--- src/sv/z80io_pkg.sv ---
`timescale 1ns / 1ps

package z80io_pkg;

  typedef logic [1:0] acc_t;
  typedef logic [2:0] reg_code_t;

  // first instruction bytes
  localparam logic [7:0] OP_IN_N      = 8'hDB;
  localparam logic [7:0] OP_OUT_N     = 8'hD3;
  localparam logic [7:0] OP_PREFIX_ED = 8'hED;

  // ED sub-opcode decode
  localparam logic [7:0] SUB_RC_MASK   = 8'hC7;
  localparam logic [7:0] SUB_IN_RC     = 8'h40;
  localparam logic [7:0] SUB_OUT_RC    = 8'h41;
  localparam logic [7:0] SUB_BLK_MASK  = 8'hE6;
  localparam logic [7:0] SUB_BLK_MATCH = 8'hA2;
  localparam int unsigned SUB_BIT_OUT  = 0;
  localparam int unsigned SUB_BIT_DEC  = 3;
  localparam int unsigned SUB_BIT_REP  = 4;

  // access kinds
  localparam acc_t ACC_NONE = 2'd0;
  localparam acc_t ACC_PORT = 2'd1;
  localparam acc_t ACC_MEM  = 2'd2;

  // register codes
  localparam reg_code_t R_B      = 3'd0;
  localparam reg_code_t R_C      = 3'd1;
  localparam reg_code_t R_D      = 3'd2;
  localparam reg_code_t R_E      = 3'd3;
  localparam reg_code_t R_H      = 3'd4;
  localparam reg_code_t R_L      = 3'd5;
  localparam reg_code_t R_UNUSED = 3'd6;
  localparam reg_code_t R_A      = 3'd7;

  // flag bit positions
  localparam int unsigned F_S  = 7;
  localparam int unsigned F_Z  = 6;
  localparam int unsigned F_H  = 4;
  localparam int unsigned F_PV = 2;
  localparam int unsigned F_N  = 1;

  // T-state counts
  localparam logic [4:0] CYC_NONE    = 5'd0;
  localparam logic [4:0] CYC_IMM     = 5'd11;
  localparam logic [4:0] CYC_RC      = 5'd12;
  localparam logic [4:0] CYC_BLK     = 5'd16;
  localparam logic [4:0] CYC_BLK_REP = 5'd21;

endpackage

--- src/sv/z80_io_instruction_unit.sv ---
`timescale 1ns / 1ps

// Z80 I/O instruction unit. Each input item is one instruction (IN A,(n), OUT (n),A,
// IN r,(C), OUT (C),r, INI/IND/OUTI/OUTD and their repeating forms) together with the
// byte its port or memory read returned; each item yields exactly one result item
// describing the accesses, write data, new flags, next PC and T-state count.
// Throughput is one item per clock while the result side keeps taking results: an item
// sits in the input register, the decode, register-file update, parity and flag logic
// settle combinationally, and the result register and the architectural state (B..L, A,
// F, PC) load on the same edge, so the next item already sees the updated state.
// out_valid rises once the item has moved from the input register into the result
// register. The input register keeps accepting while a result waits to be taken;
// backpressure reaches in_ready only when both registers hold an item and out_ready
// is low.
// Unknown opcodes leave the state untouched and report recognized = 0, cycles = 0.

module z80_io_instruction_unit (
  input  logic        clk,
  input  logic        rst_n,
  input  logic        in_valid,
  output logic        in_ready,
  input  logic [7:0]  in_opcode,
  input  logic [7:0]  in_second_byte,
  input  logic [7:0]  in_read_value,
  output logic        out_valid,
  input  logic        out_ready,
  output logic        out_recognized,
  output logic [1:0]  out_read_source,
  output logic [1:0]  out_write_target,
  output logic [7:0]  out_port_address,
  output logic [15:0] out_mem_address,
  output logic [7:0]  out_write_data,
  output logic [7:0]  out_flag_bits,
  output logic [15:0] out_next_pc,
  output logic [4:0]  out_cycles,
  output logic        out_repeating
);

  // input register
  logic       in_valid_r;
  logic [7:0] op_r, sb_r, rv_r;

  // architectural state
  logic [7:0]  regs_r [8];
  logic [7:0]  regs_nxt [8];
  logic [7:0]  flags_r, flags_nxt;
  logic [15:0] pc_r, pc_nxt;

  // result register
  logic        out_valid_r;
  logic        ok_r, ok_nxt;
  z80io_pkg::acc_t rsrc_r, rsrc_nxt, wtgt_r, wtgt_nxt;
  logic [7:0]  port_r, port_nxt;
  logic [15:0] mem_r, mem_nxt;
  logic [7:0]  wdata_r, wdata_nxt;
  logic [4:0]  cyc_r, cyc_nxt;
  logic        rep_r, rep_nxt;

  logic out_free, advance;

  assign out_free = !out_valid_r || out_ready;
  assign advance  = in_valid_r && out_free;
  assign in_ready = !in_valid_r || out_free;

  // decode
  z80io_pkg::reg_code_t r_sel;
  logic        is_in_rc, is_out_rc, is_blk;
  logic        blk_out, blk_dec, blk_rep;
  logic [15:0] hl, hl_upd, pc_step;
  logic [7:0]  b_dec;

  assign r_sel   = sb_r[5:3];
  assign is_in_rc  = (op_r == z80io_pkg::OP_PREFIX_ED)
                  && ((sb_r & z80io_pkg::SUB_RC_MASK) == z80io_pkg::SUB_IN_RC)
                  && (r_sel != z80io_pkg::R_UNUSED);
  assign is_out_rc = (op_r == z80io_pkg::OP_PREFIX_ED)
                  && ((sb_r & z80io_pkg::SUB_RC_MASK) == z80io_pkg::SUB_OUT_RC)
                  && (r_sel != z80io_pkg::R_UNUSED);
  assign is_blk    = (op_r == z80io_pkg::OP_PREFIX_ED)
                  && ((sb_r & z80io_pkg::SUB_BLK_MASK) == z80io_pkg::SUB_BLK_MATCH);
  assign blk_out = sb_r[z80io_pkg::SUB_BIT_OUT];
  assign blk_dec = sb_r[z80io_pkg::SUB_BIT_DEC];
  assign blk_rep = sb_r[z80io_pkg::SUB_BIT_REP];

  assign hl      = {regs_r[z80io_pkg::R_H], regs_r[z80io_pkg::R_L]};
  assign hl_upd  = blk_dec ? (hl - 16'd1) : (hl + 16'd1);
  assign b_dec   = regs_r[z80io_pkg::R_B] - 8'd1;
  assign pc_step = pc_r + 16'd2;

  always_comb begin
    for (int i = 0; i < 8; i++) begin
      regs_nxt[i] = regs_r[i];
    end
    flags_nxt = flags_r;
    pc_nxt    = pc_r;
    ok_nxt    = 1'b0;
    rsrc_nxt  = z80io_pkg::ACC_NONE;
    wtgt_nxt  = z80io_pkg::ACC_NONE;
    port_nxt  = 8'd0;
    mem_nxt   = 16'd0;
    wdata_nxt = 8'd0;
    cyc_nxt   = z80io_pkg::CYC_NONE;
    rep_nxt   = 1'b0;

    if (op_r == z80io_pkg::OP_IN_N) begin
      ok_nxt   = 1'b1;
      rsrc_nxt = z80io_pkg::ACC_PORT;
      port_nxt = sb_r;
      regs_nxt[z80io_pkg::R_A] = rv_r;
      pc_nxt   = pc_step;
      cyc_nxt  = z80io_pkg::CYC_IMM;
    end else if (op_r == z80io_pkg::OP_OUT_N) begin
      ok_nxt    = 1'b1;
      wtgt_nxt  = z80io_pkg::ACC_PORT;
      port_nxt  = sb_r;
      wdata_nxt = regs_r[z80io_pkg::R_A];
      pc_nxt    = pc_step;
      cyc_nxt   = z80io_pkg::CYC_IMM;
    end else if (is_in_rc) begin
      ok_nxt   = 1'b1;
      rsrc_nxt = z80io_pkg::ACC_PORT;
      port_nxt = regs_r[z80io_pkg::R_C];
      regs_nxt[r_sel] = rv_r;
      flags_nxt[z80io_pkg::F_S]  = rv_r[7];
      flags_nxt[z80io_pkg::F_Z]  = (rv_r == 8'd0);
      flags_nxt[z80io_pkg::F_H]  = 1'b0;
      flags_nxt[z80io_pkg::F_PV] = ~^rv_r;   // even parity
      flags_nxt[z80io_pkg::F_N]  = 1'b0;
      pc_nxt   = pc_step;
      cyc_nxt  = z80io_pkg::CYC_RC;
    end else if (is_out_rc) begin
      ok_nxt    = 1'b1;
      wtgt_nxt  = z80io_pkg::ACC_PORT;
      port_nxt  = regs_r[z80io_pkg::R_C];
      wdata_nxt = regs_r[r_sel];
      pc_nxt    = pc_step;
      cyc_nxt   = z80io_pkg::CYC_RC;
    end else if (is_blk) begin
      ok_nxt    = 1'b1;
      port_nxt  = regs_r[z80io_pkg::R_C];
      mem_nxt   = hl;
      wdata_nxt = rv_r;
      rsrc_nxt  = blk_out ? z80io_pkg::ACC_MEM  : z80io_pkg::ACC_PORT;
      wtgt_nxt  = blk_out ? z80io_pkg::ACC_PORT : z80io_pkg::ACC_MEM;
      regs_nxt[z80io_pkg::R_B] = b_dec;
      regs_nxt[z80io_pkg::R_H] = hl_upd[15:8];
      regs_nxt[z80io_pkg::R_L] = hl_upd[7:0];
      flags_nxt[z80io_pkg::F_N] = 1'b1;
      if (blk_rep) begin
        flags_nxt[z80io_pkg::F_Z] = 1'b1;
        if (b_dec != 8'd0) begin
          rep_nxt = 1'b1;
          cyc_nxt = z80io_pkg::CYC_BLK_REP;
        end else begin
          pc_nxt  = pc_step;
          cyc_nxt = z80io_pkg::CYC_BLK;
        end
      end else begin
        flags_nxt[z80io_pkg::F_Z] = (b_dec == 8'd0);
        pc_nxt  = pc_step;
        cyc_nxt = z80io_pkg::CYC_BLK;
      end
    end
  end

  // control and state
  always_ff @(posedge clk) begin
    if (!rst_n) begin
      in_valid_r  <= 1'b0;
      out_valid_r <= 1'b0;
      flags_r     <= 8'd0;
      pc_r        <= 16'd0;
      for (int i = 0; i < 8; i++) begin
        regs_r[i] <= 8'd0;
      end
    end else begin
      if (in_ready) begin
        in_valid_r <= in_valid;
      end
      if (advance) begin
        out_valid_r <= 1'b1;
        flags_r     <= flags_nxt;
        pc_r        <= pc_nxt;
        for (int i = 0; i < 8; i++) begin
          regs_r[i] <= regs_nxt[i];
        end
      end else if (out_ready) begin
        out_valid_r <= 1'b0;
      end
    end
  end

  // payload registers
  always_ff @(posedge clk) begin
    if (in_valid && in_ready) begin
      op_r <= in_opcode;
      sb_r <= in_second_byte;
      rv_r <= in_read_value;
    end
    if (advance) begin
      ok_r    <= ok_nxt;
      rsrc_r  <= rsrc_nxt;
      wtgt_r  <= wtgt_nxt;
      port_r  <= port_nxt;
      mem_r   <= mem_nxt;
      wdata_r <= wdata_nxt;
      cyc_r   <= cyc_nxt;
      rep_r   <= rep_nxt;
    end
  end

  assign out_valid        = out_valid_r;
  assign out_recognized   = ok_r;
  assign out_read_source  = rsrc_r;
  assign out_write_target = wtgt_r;
  assign out_port_address = port_r;
  assign out_mem_address  = mem_r;
  assign out_write_data   = wdata_r;
  assign out_flag_bits    = flags_r;   // state register doubles as the reported value
  assign out_next_pc      = pc_r;
  assign out_cycles       = cyc_r;
  assign out_repeating    = rep_r;

endmodule

--- config.mk ---
export PLATFORM = sky130hd
export DESIGN_NAME = z80_io_instruction_unit
export DESIGN_NICKNAME = d
export VERILOG_FILES = /design/src/sv/z80io_pkg.sv /design/src/sv/z80_io_instruction_unit.sv
export SDC_FILE = /design/constraint.sdc
export NUM_CORES = 1
export LEC_CHECK = 0
export ABC_AREA = 1
export ABC_CLOCK_PERIOD_IN_PS = 5600
export BUFFER_PORTS_ARGS = -buffer_cell sky130_fd_sc_hd__buf_2
export CORE_ASPECT_RATIO = 0.7
export CORE_UTILIZATION = 36
export CTS_CLUSTER_DIAMETER = 80
export CTS_CLUSTER_SIZE = 12
export DETAILED_ROUTE_END_ITERATION = 16
export PLACE_DENSITY = 0.62
export SYNTH_ARGS = -nofsm -noshare
export SYNTH_HDL_FRONTEND = slang
export SYNTH_SLANG_ARGS = --single-unit
--- constraint.sdc ---
create_clock -name clk -period 5.6 [get_ports clk]
set_input_delay 0.56 -clock clk [delete_from_list [all_inputs] [get_ports clk]]
set_output_delay 0.56 -clock clk [all_outputs]
set_load 0.005 [all_outputs]
==> summary.md, run 1 <==
| Metric | Value |
|---|---|
| First-pass GRT wire length | 35800 um |
| Tot Pwr | 2.86 mW |
| Die Y | 130 um |
| Vias in the first global route | 6345 |
| Crit path required time | 5640 ps |
| Antenna cells | 0 |
| Initial DRC count | 815 |
| Hold buffer count at CTS | 0 |
| Clock buffer count from CTS | 17 |
| Postcts setup bufs | 0 |
| Seq pwr share | 47.3% |
| Fin. max-slew vios | 0 |
| CP startpoint kind | register |
| Min Hold Slack | 302 ps |
| Layout cells sized above 1 | 14.9% |
| Leak pwr | 4.01 nW |
| Net Sw Frac | 25.7% |
| Max VDD drop | 0.243 mV |
| Placed Cells | 1328 |
| Synthesized cell area | 8480 um2 |
| Remaining global-route overflow | 0 |
| Min Tclk post-route | approximately 3500 ps |
| Die area | approximately 24000 um2 |
| Worst skew pair latency | 430 ps |
| Syn Area/Cell | 8.85 um2 |
| # DRC | 0 |
| Wire per inst | 17.3 um |
| Endpoints failing setup | 0 |
| Kind of critical path | register to register |
| Crit Path Max Fanout | 24 |
| Nets | 1085 |
| Area after DPL | 9180 um2 |
| Synth cell types | 42 |
| DP HPWL | 16600 um |
| Post-CTS resize count | 0 |
| Rel. slew slack | 25.0% |
| Vias | 7110 |
| Fin cells | 1359 |
| PwrDens | 293 nW/um2 |
| # Max-Cap Violations | 0 |
| Clk network pwr share | 41.8% |
| Unrepaired setup endpoints after global routing | no |
| Final WL | 23500 um |
| Commonest non-fill, non-tap cell in the layout | nand2_1 |
| Initial Util | 37.0% |
| Status | finished clean |
| Critical Path Most Common Cell | nor2_4 |
| H-tree levels | 4 |
| CTS tree | yes |
| Largest net degree at the start of global routing | 47 |
| Clock Tree Root | clkbuf_16 |
| Slowest cell on crit path | edfxtp_1 |
| Worst EP arrival | 3570 ps |
| Clock transition at path regs | around 60 ps |
| Via density per instance | 5.23 |
| Core Box Area | 22900 um2 |
| Final hold vios | 0 |
| Top Family by Delay on Critical Path | simple AND/OR/NAND/NOR gates |
| Clock Skew | 14.1 ps |
| Critical path buffer and inverter count | 0 |
| Crit-path cells | nor2_4 -> nor2_4 -> nand3_1 -> nor2_2 -> nor2_1 -> nand2_1 |
| Switching Power | 736 uW |
| FF+latch count, synth | approximately 160 |
| First-pass DRT Iterations | 5 |
| Layout area overhead | 15.3% |
| Initial antenna violation count | 0 |
| Io pins | 97 |
| Pint | 2.13 mW |
| RD Place Congestion | ~0.9 |
| Comb pwr share | 10.9% |
| Input/output buffers | 91 |
| ANT nets after route | 0 |
| Syn Inst Count | ~960 |
| Commonest cells after routing, fill and taps aside | nand2_1, o21ai_0, edfxtp_1 |
| Final worst-path cycle share | a little over three fifths |
| Setup TNS | 0 ps |
| Bufs on Longest Clock Path | 2 |
| Worst setup EP type | register |
| Sink Count | 155 |
| Slowest stage delay, CP | 930 ps |
| Tightest Pin Transition | 1120 ps |
| Worst min path class | primary input to register |
| Yosys synthesis warning count | 0 |
| Cell Rows | 46 |
| Highest clock rate | roughly 0.28 GHz |
| Fin area | 9790 um2 |
| Total GRT Usage | 19.8% |
| Post-synthesis sequential area ratio | 52.0% |
| Die width | between 150 and 200 um |
state kept, by name, summed over array words and instances, names as in the netlist, named ones only:
| register | count |
|---|---|
| out_write_data | 8 |
| out_write_target | 2 |
| rv_r | 8 |
| out_cycles | 5 |
| out_read_source | 2 |
| in_valid_r | 1 |
| op_r | 8 |
| out_mem_address | 16 |
| out_recognized | 1 |
| out_repeating | 1 |
| out_port_address | 8 |
| out_next_pc | 15 |
| out_valid | 1 |
| out_flag_bits | 4 |
| regs_r | 64 |
| sb_r | 8 |
metal layers:
| layer | vias up | wire length (um) | track usage, % |
|---|---|---|---|
| met2 | 283 | 9430 | 26.5 |
| met3 | 10 | 2110 | 5.93 |
| met1 | 3325 | 11800 | 30.4 |
| li1 | 3492 | - | - |
| met4 | 0 | 174 | 4.91 |
| met5 | - | 0 | 0 |
cell type report:
type                    count  area, um2
clock buffers              20        457
inverters                 103        387
clock inverters            11        146
repair buffers             99        515
fillers                  2311      13100
well taps                 312        390
multi-input cells         659       3480
flip-flops and latches    155       4410
stage by stage:
| stage | setup WS, ps | util, % |
|---|---|---|
| 2_1_floorplan | 1410 | - |
| 3_3_place_gp | 2190 | 40.1 |
| 3_5_place_dp | 2090 | 40.1 |
| 4_1_cts | 2070 | 42.7 |
| 5_1_grt | 1760 | 42.7 |
| 6_report | 2080 | 42.7 |
Yosys cell counts:
| cell type | number | share of area (%) |
|---|---|---|
| nand3b_1 | 4 | 0.35 |
| clkbuf_1 | 23 | 1.0 |
| buf_2 | 10 | 0.59 |
| a21o_1 | 2 | 0.18 |
| fa_1 | 1 | 0.24 |
| a31oi_1 | 12 | 0.88 |
| nand3_1 | 54 | 3.2 |
| o21ai_0 | 134 | 7.9 |
| xor2_1 | 14 | 1.4 |
| a211oi_1 | 1 | 0.089 |
| nand2_4 | 3 | 0.40 |
| a31o_2 | 1 | 0.10 |
| nor2_2 | 3 | 0.22 |
| ha_1 | 21 | 3.1 |
| a311oi_1 | 1 | 0.10 |
| o21ai_1 | 1 | 0.059 |
| dfxtp_1 | 24 | 5.7 |
| clkinv_1 | 8 | 0.35 |
| nand2_1 | 149 | 6.6 |
| inv_2 | 3 | 0.13 |
| nor2_4 | 4 | 0.53 |
| xnor2_1 | 9 | 0.93 |
| nor2_1 | 79 | 3.5 |
| nor3_1 | 8 | 0.47 |
| o211ai_1 | 16 | 1.4 |
| nor4_1 | 1 | 0.074 |
| o221ai_1 | 8 | 0.83 |
| buf_6 | 2 | 0.27 |
| buf_1 | 4 | 0.18 |
| a21oi_1 | 106 | 6.3 |
| inv_1 | 92 | 4.1 |
| nand3_2 | 2 | 0.24 |
| nand4_1 | 8 | 0.59 |
| and3_1 | 1 | 0.074 |
| buf_4 | 7 | 0.62 |
| edfxtp_1 | 131 | 46 |
| conb_1 | 1 | 0.044 |
| o22ai_1 | 1 | 0.074 |
| nor3_2 | 3 | 0.35 |
| or2_2 | 1 | 0.074 |
| nand2_2 | 5 | 0.37 |
| o21a_1 | 1 | 0.089 |
power by group through the flow:
stage               registers, mW  clock network [mW]  logic (mW)
finish                       1.35                1.20       0.312
global route                 1.36                1.25       0.352
CTS                          1.35                1.21       0.308
detailed placement           1.38                   0       0.307
global placement             1.38                   0       0.303
floorplan                    1.36                   0       0.213
worst register-to-register path, cell delays in order, from the launching register on:
cell      delay (ps)
edfxtp_1         930
nor2_4           220
nor2_4           190
nand3_1          480
nor2_2           370
nor2_1           110
nand2_1          830
kinds of logic after synthesis:
logic type | synth area share (%)
fa+ha+maj | 3.33
simple gates | 17.0
other cells | 0.0442
compound gates | 18.0
xor+xnor | 2.37
buf+inv | 7.23
flops | 52.0
final timing paths:
check	start	endpoint	slack (ps)	cells after the start
setup / recovery	sb_r[3]$_DFFE_PP_	regs_r[0][5]$_SDFFCE_PN0P_	2080	6
hold / removal	in_read_value[5]	rv_r[5]$_DFFE_PP_	300	1
setup reg to reg	sb_r[3]$_DFFE_PP_	regs_r[0][5]$_SDFFCE_PN0P_	2080	6
hold reg to reg	out_next_pc[15]$_SDFFE_PN0P_	out_next_pc[15]$_SDFFE_PN0P_	490	2
Note: power is estimated with default switching activity, not from simulation.
==> inputs of run 2 (changes only) <==
--- a/config.mk
+++ b/config.mk
@@ -6,7 +6,7 @@
 export NUM_CORES = 1
 export LEC_CHECK = 0
 export ABC_AREA = 1
-export ABC_CLOCK_PERIOD_IN_PS = 5600
+export ABC_CLOCK_PERIOD_IN_PS = 3250
 export BUFFER_PORTS_ARGS = -buffer_cell sky130_fd_sc_hd__buf_2
 export CORE_ASPECT_RATIO = 0.7
 export CORE_UTILIZATION = 36
==> constraint.sdc (replaced) <==
create_clock -name clk -period 3.25 [get_ports clk]
set_input_delay 0.325 -clock clk [delete_from_list [all_inputs] [get_ports clk]]
set_output_delay 0.325 -clock clk [all_outputs]
set_load 0.005 [all_outputs]
==> run 2 against run 1 <==
Effect of this change: global-route usage is essentially flat; combinational power grew 77%; design area grew 1.3%; total power grew 74%; critical path depth grew 2; critical endpoint is now regs_r[5][0]$_SDFFCE_PN0P_.
==> summary.md, run 2 (synthesis gave the netlist of run 1 again) <==
| Metric | Value |
|---|---|
| Status | finished clean (unchanged) |
| Initial DRC count | 734 (was 815) |
| Fill cells | 2274 (was 2311) |
| Crit-path cells | nand2_2 -> nor2_4 -> nor2_4 -> nand3_1 -> buf_4 -> inv_2 -> o21ai_0 -> a21oi_1 (was nor2_4 -> nor2_4 -> nand3_1 -> nor2_2 -> nor2_1 -> nand2_1) |
| # Max-Cap Violations | 0 (unchanged) |
| Footprint of the multi-input gates | 3480 um2 (unchanged) |
| Clock Tree Root | clkbuf_16 (unchanged) |
| Postcts setup bufs | 0 (unchanged) |
| Wire per inst | 17.1 um (was 17.3 um) |
| Crit path required time | 3430 ps (was 5640 ps) |
| Antenna cells | 0 (unchanged) |
| Net Sw Frac | 25.6% (was 25.7%) |
| Vias in the first global route | 6332 (was 6345) |
| Layout Utilization | 43.3% (was 42.7%) |
| Seq pwr share | 46.7% (was 47.3%) |
| Worst min path class | primary input to register (unchanged) |
| Commonest non-fill, non-tap cell in the layout | nand2_1 (unchanged) |
| Tightest Pin Transition | 1030 ps (was 1120 ps) |
| Most flops, register | regs_r (unchanged) |
| Leak pwr | 4.09 nW (was 4.01 nW) |
| Min Hold Slack | 59.8 ps (was 302 ps) |
| Area after DPL | 9290 um2 (was 9180 um2) |
| Slowest cell on crit path | edfxtp_1 (unchanged) |
| CTS tree | yes (unchanged) |
| Min Tclk post-route | 2360 ps (was 3520 ps) |
| Critical path buffer and inverter count | 2 (was 0) |
| Register Area | 4410 um2 (unchanged) |
| Highest clock rate | 0.424 GHz (was 0.284 GHz) |
| Fin. max-slew vios | 0 (unchanged) |
| Setup TNS | 0 ps (unchanged) |
| Remaining global-route overflow | 0 (unchanged) |
| Die Y | 130 um (unchanged) |
| Rel. slew slack | 31.1% (was 25.0%) |
| Nets | 1099 (was 1085) |
| Layout area overhead | 16.8% (was 15.3%) |
| Io pins | 97 (unchanged) |
| Slowest stage delay, CP | 550 ps (was 930 ps) |
| Hold buffer count at CTS | 0 (unchanged) |
| Worst EP arrival | 2540 ps (was 3570 ps) |
| Final WL | 23500 um (about the same) |
| Largest net degree at the start of global routing | 39 (was 47) |
| PwrDens | 502 nW/um2 (was 293 nW/um2) |
| Initial Util | 37.0% (unchanged) |
| Final hold vios | 0 (unchanged) |
| Critical Path Most Common Cell | nor2_4 (unchanged) |
| Post-CTS resize count | 0 (unchanged) |
| Sink Count | 155 (unchanged) |
| Worst skew pair latency | 440 ps (was 430 ps) |
| Input/output buffers | 91 (unchanged) |
| Final worst-path cycle share | 72.6% (was 62.9%) |
| RD Place Congestion | 0.885 (was 0.898) |
| Crit Path Max Fanout | 27 (was 24) |
| First-pass DRT Iterations | 5 (unchanged) |
| Placed Cells | 1342 (was 1328) |
| Clk network pwr share | 42.2% (was 41.8%) |
| Max reg flops | 64 (unchanged) |
| Clock transition at path regs | 70 ps (was 60 ps) |
| Via density per instance | 5.27 (was 5.23) |
| Tot Pwr | 4.98 mW (was 2.86 mW) |
| Kind of critical path | register to register (unchanged) |
| Fin area | 9910 um2 (was 9790 um2) |
| DP HPWL | 16700 um (was 16600 um) |
| Final setup margin | 890 ps (was 2080 ps) |
| Post-Place Setup Slack | 894 ps (was 2090 ps) |
| CP startpoint kind | register (unchanged) |
| Top Family by Delay on Critical Path | simple AND/OR/NAND/NOR gates (unchanged) |
| Cell Rows | 46 (unchanged) |
| # DRC | 0 (unchanged) |
| Clock buffer count from CTS | 17 (unchanged) |
| Core Box Area | 22900 um2 (unchanged) |
| Unrepaired setup endpoints after global routing | no (unchanged) |
| H-tree levels | 4 (unchanged) |
| R2R setup slack | 890 ps (was 2080 ps) |
| Initial antenna violation count | 0 (unchanged) |
| Switching Power | 1.28 mW (was 736 uW) |
| Clock Skew | 14.2 ps (was 14.1 ps) |
| Fin cells | 1374 (was 1359) |
| Commonest cells after routing, fill and taps aside | nand2_1, o21ai_0, edfxtp_1 (unchanged) |
| Die width | 185 um (unchanged) |
| Die area | 24200 um2 (unchanged) |
| Pint | 3.70 mW (was 2.13 mW) |
| Comb pwr share | 11.1% (was 10.9%) |
| First-pass GRT wire length | 36200 um (was 35800 um) |
| Vias | 7245 (was 7110) |
| ANT nets after route | 0 (unchanged) |
| Layout cells sized above 1 | 15.9% (was 14.9%) |
| Endpoints failing setup | 0 (unchanged) |
| Max VDD drop | 0.385 mV (was 0.243 mV) |
| Bufs on Longest Clock Path | 2 (unchanged) |
| Total GRT Usage | 19.8% (about the same) |
| Worst setup EP type | register (unchanged) |
[run 2: worst register-to-register path, delay by kind of cell (launching register included)]
kind,cells,cell delay (ps)
flops,1,550
buf+inv,2,560
compound gates,2,280
simple gates,4,720
[run 2: power by group through the flow]
stage	combinational, mW	sequential, mW	clock [mW]
after global placement	0.538	2.37	0
after global routing	0.619	2.33	2.21
after CTS	0.546	2.32	2.12
after floorplan	0.368	2.34	0
final	0.553	2.32	2.10
after detailed placement	0.544	2.37	0
[run 2: cell type report]
type | instances | share of cell area [%]
Clock buffer | 24 | 5.19
Clock inverter | 8 | 1.09
Inverter | 103 | 3.90
Multi-Input combinational cell | 659 | 35.1
Sequential cell | 155 | 44.5
Tap cell | 312 | 3.94
Timing Repair Buffer | 113 | 6.26
[run 2: layer usage]
metal / routed length (um) / global-route usage (%) / part of all wire, % / vias to the layer above
li1: - / - / - / 3511
met1: 11800 / 30.5 / 50 / 3406
met2: 9610 / 27.3 / 41 / 308
met3: 1930 / 5.79 / 8.2 / 20
met4: 190 / 3.50 / 0.81 / 0
met5: 0 / 0 / 0 / -
[run 2: worst paths after layout]
path,from,end,depth (start not counted)
worst max-delay path,sb_r[5]$_DFFE_PP_,regs_r[5][0]$_SDFFCE_PN0P_,8
worst min register to register,out_next_pc[15]$_SDFFE_PN0P_,out_next_pc[15]$_SDFFE_PN0P_,2
worst max register to register,sb_r[5]$_DFFE_PP_,regs_r[5][0]$_SDFFCE_PN0P_,8
worst min-delay path,in_read_value[5],rv_r[5]$_DFFE_PP_,1
==> inputs of run 3 (changes only) <==
--- a/config.mk
+++ b/config.mk
@@ -6,14 +6,14 @@
 export NUM_CORES = 1
 export LEC_CHECK = 0
 export ABC_AREA = 1
-export ABC_CLOCK_PERIOD_IN_PS = 3250
+export ABC_CLOCK_PERIOD_IN_PS = 2150
 export BUFFER_PORTS_ARGS = -buffer_cell sky130_fd_sc_hd__buf_2
 export CORE_ASPECT_RATIO = 0.7
 export CORE_UTILIZATION = 36
 export CTS_CLUSTER_DIAMETER = 80
 export CTS_CLUSTER_SIZE = 12
 export DETAILED_ROUTE_END_ITERATION = 16
-export PLACE_DENSITY = 0.62
+export PLACE_DENSITY = 0.64
 export SYNTH_ARGS = -nofsm -noshare
 export SYNTH_HDL_FRONTEND = slang
 export SYNTH_SLANG_ARGS = --single-unit
==> constraint.sdc (replaced) <==
create_clock -name clk -period 2.15 [get_ports clk]
set_input_delay 0.215 -clock clk [delete_from_list [all_inputs] [get_ports clk]]
set_output_delay 0.215 -clock clk [all_outputs]
set_load 0.005 [all_outputs]
==> run 3 against run 2 <==
Effect of this change: routed wire length up 3.0%; utilization up 2.7 points; clock skew down 2.6 ps.
==> summary.md, run 3 (synthesis gave the netlist of run 1 again) <==
| Metric | Value |
|---|---|
| First-pass DRT Iterations | 5 (unchanged) |
| Io pins | 97 (unchanged) |
| PwrDens | 697 nW/um2 (was 502 nW/um2) |
| Remaining global-route overflow | 0 (unchanged) |
| Endpoints failing setup | 0 (unchanged) |
| Largest net degree at the start of global routing | 38 (was 39) |
| Sink Count | 155 (unchanged) |
| Crit path required time | 2340 ps (was 3430 ps) |
| Worst reg-to-reg path cell count | 7 (was 8) |
| DP HPWL | 17200 um (was 16700 um) |
| R2R setup slack | 90 ps (was 890 ps) |
| Clock buffer count from CTS | 17 (unchanged) |
| Highest clock rate | 0.486 GHz (was 0.424 GHz) |
| Initial Util | 37.0% (unchanged) |
| Tightest Pin Transition | 718 ps (was 1030 ps) |
| Cell Rows | 46 (unchanged) |
| Worst hold path stage count | 3 (was 1) |
| Worst Hold Path EP | in_valid_r$_SDFFE_PN0N_ (was rv_r[5]$_DFFE_PP_) |
| Worst setup EP type | register (unchanged) |
| Top Family by Delay on Critical Path | compound AO/OA/AOI/OAI gates (was simple AND/OR/NAND/NOR gates) |
| Initial antenna violation count | 0 (unchanged) |
| Reg2reg end | regs_r[4][0]$_SDFFCE_PN0P_ (was regs_r[5][0]$_SDFFCE_PN0P_) |
| Commonest cells after routing, fill and taps aside | nand2_1, o21ai_0, edfxtp_1 (unchanged) |
| Worst min path class | primary input to register (unchanged) |
| Leak pwr | 4.32 nW (was 4.09 nW) |
| Max reg flops | 64 (unchanged) |
| Initial DRC count | 970 (was 734) |
| Crit-path cells | buf_12 -> ha_1 -> a21oi_2 -> o21ai_0 -> a31oi_1 -> xor2_1 -> a21oi_1 (was nand2_2 -> nor2_4 -> nor2_4 -> nand3_1 -> buf_4 -> inv_2 -> o21ai_0 -> a21oi_1) |
| Critical path buffer and inverter count | 1 (was 2) |
| Die width | 185 um (unchanged) |
| Final hold vios | 0 (unchanged) |
| Layout Utilization | 45.9% (was 43.3%) |
| Fill cells | 2231 (was 2274) |
| Commonest non-fill, non-tap cell in the layout | nand2_1 (unchanged) |
| Status | finished clean (unchanged) |
| Max VDD drop | 0.493 mV (was 0.385 mV) |
| Vias in the first global route | 6556 (was 6332) |
| First-pass GRT wire length | 37200 um (was 36200 um) |
| Vias | 7541 (was 7245) |
| Antenna cells | 0 (unchanged) |
| Via density per instance | 5.28 (was 5.27) |
| RD Place Congestion | 0.894 (was 0.885) |
| Clock Skew | 11.6 ps (was 14.2 ps) |
| Most flops, register | regs_r (unchanged) |
| Min Tclk post-route | 2060 ps (was 2360 ps) |
| Layout cells sized above 1 | 20.1% (was 15.9%) |
| Clock transition at path regs | 60 ps (was 70 ps) |
| Clock Tree Root | clkbuf_16 (unchanged) |
| Crit Path Max Fanout | 20 (was 27) |
| Worst skew pair latency | 440 ps (about the same) |
| Unrepaired setup endpoints after global routing | yes (was no) |
| Final worst-path cycle share | 95.7% (was 72.6%) |
| Bufs on Longest Clock Path | 2 (unchanged) |
| Tot Pwr | 7.34 mW (was 4.98 mW) |
| Core Box Area | 22900 um2 (unchanged) |
| Fin. max-slew vios | 0 (unchanged) |
| Rel. slew slack | 51.6% (was 31.1%) |
| Worst EP arrival | 2250 ps (was 2540 ps) |
| Final WL | 24200 um (was 23500 um) |
| ANT nets after route | 0 (unchanged) |
| # DRC | 0 (unchanged) |
| Die Y | 130 um (unchanged) |
| Kind of critical path | register to register (unchanged) |
| RR Startpoint | sb_r[3]$_DFFE_PP_ (was sb_r[5]$_DFFE_PP_) |
| Wire per inst | 16.9 um (was 17.1 um) |
| Placed Cells | 1371 (was 1342) |
| Layout area overhead | 24.0% (was 16.8%) |
| Nets | 1154 (was 1099) |
| Die area | 24200 um2 (unchanged) |
| # Max-Cap Violations | 0 (unchanged) |
| Slowest stage delay, CP | 410 ps (was 550 ps) |
| Fin cells | 1429 (was 1374) |
| Hold Crit Start | in_valid (was in_read_value[5]) |
| Slowest cell on crit path | edfxtp_1 (unchanged) |
| Worst setup startpoint | sb_r[3]$_DFFE_PP_ (was sb_r[5]$_DFFE_PP_) |
| Total GRT Usage | 20.6% (was 19.8%) |
| CTS tree | yes (unchanged) |
| Input/output buffers | 91 (unchanged) |
| Setup TNS | 0 ps (unchanged) |
| H-tree levels | 4 (unchanged) |
| CP startpoint kind | register (unchanged) |
| Min Hold Slack | 51.1 ps (was 59.8 ps) |
==> run 3: changes by cell type in the layout (fill, tap and decap cells not counted), sizes merged <==
cell and change:
clkbuf -3, clkinvlp +2, dlygate4sd3 +24, bufinv -1, buf +31, clkinv +2
==> run 3: repair_timing <==
action	CTS	global route
setup buffers	0	2
gates resized for setup	0	21
setup endpoints to repair	0	28
hold buffers	24	0
endpoints found under the hold margin	24	0
==> run 3: worst max path at each step <==
stage | end | cells after the start
after floorplan | regs_r[4][6]$_SDFFCE_PN0P_ | 12
after global placement | regs_r[4][5]$_SDFFCE_PN0P_ | 11
after detailed placement | regs_r[4][1]$_SDFFCE_PN0P_ | 10
after CTS | regs_r[4][1]$_SDFFCE_PN0P_ | 10
after global routing | regs_r[4][7]$_SDFFCE_PN0P_ | 10
final | regs_r[4][0]$_SDFFCE_PN0P_ | 7
==> run 3: final cells by class <==
class	instances	area (um2)	share of cell area [%]
clock inverters	11	96.3	0.916
flip-flops and latches	155	4410	42.0
clock buffers	21	450	4.28
multi-input cells	659	3620	34.4
well taps	312	390	3.71
inverters	103	392	3.72
repair buffers	168	1160	11.0
==> run 3: worst min-delay path, delay by kind of cell <==
family / cells / cell delay (ps)
compound gates: 1 / 60
simple gates: 1 / 70
buf+inv: 1 / 90
==> run 3: through the flow <==
stage	setup WS, ps	area (um2)
4_1_cts	38.3	10400
3_3_place_gp	118	9620
3_5_place_dp	57.4	9620
2_1_floorplan	-8.78	8550
5_1_grt	-27.7	10500
6_report	93.1	10500
==> run 3: where the power goes <==
group / internal (mW) / switching, mW / total [mW]
registers: 3.41 / 0.0931 / 3.50
clock network: 1.62 / 1.24 / 2.85
logic: 0.367 / 0.617 / 0.985
==> run 3: routing by layer <==
layer,wire (um),vias up,track usage [%]
met3,2760,24,6.01
met2,9520,352,26.8
li1,-,3625,-
met1,11700,3540,32.5
met5,0,-,0
met4,270,0,4.62
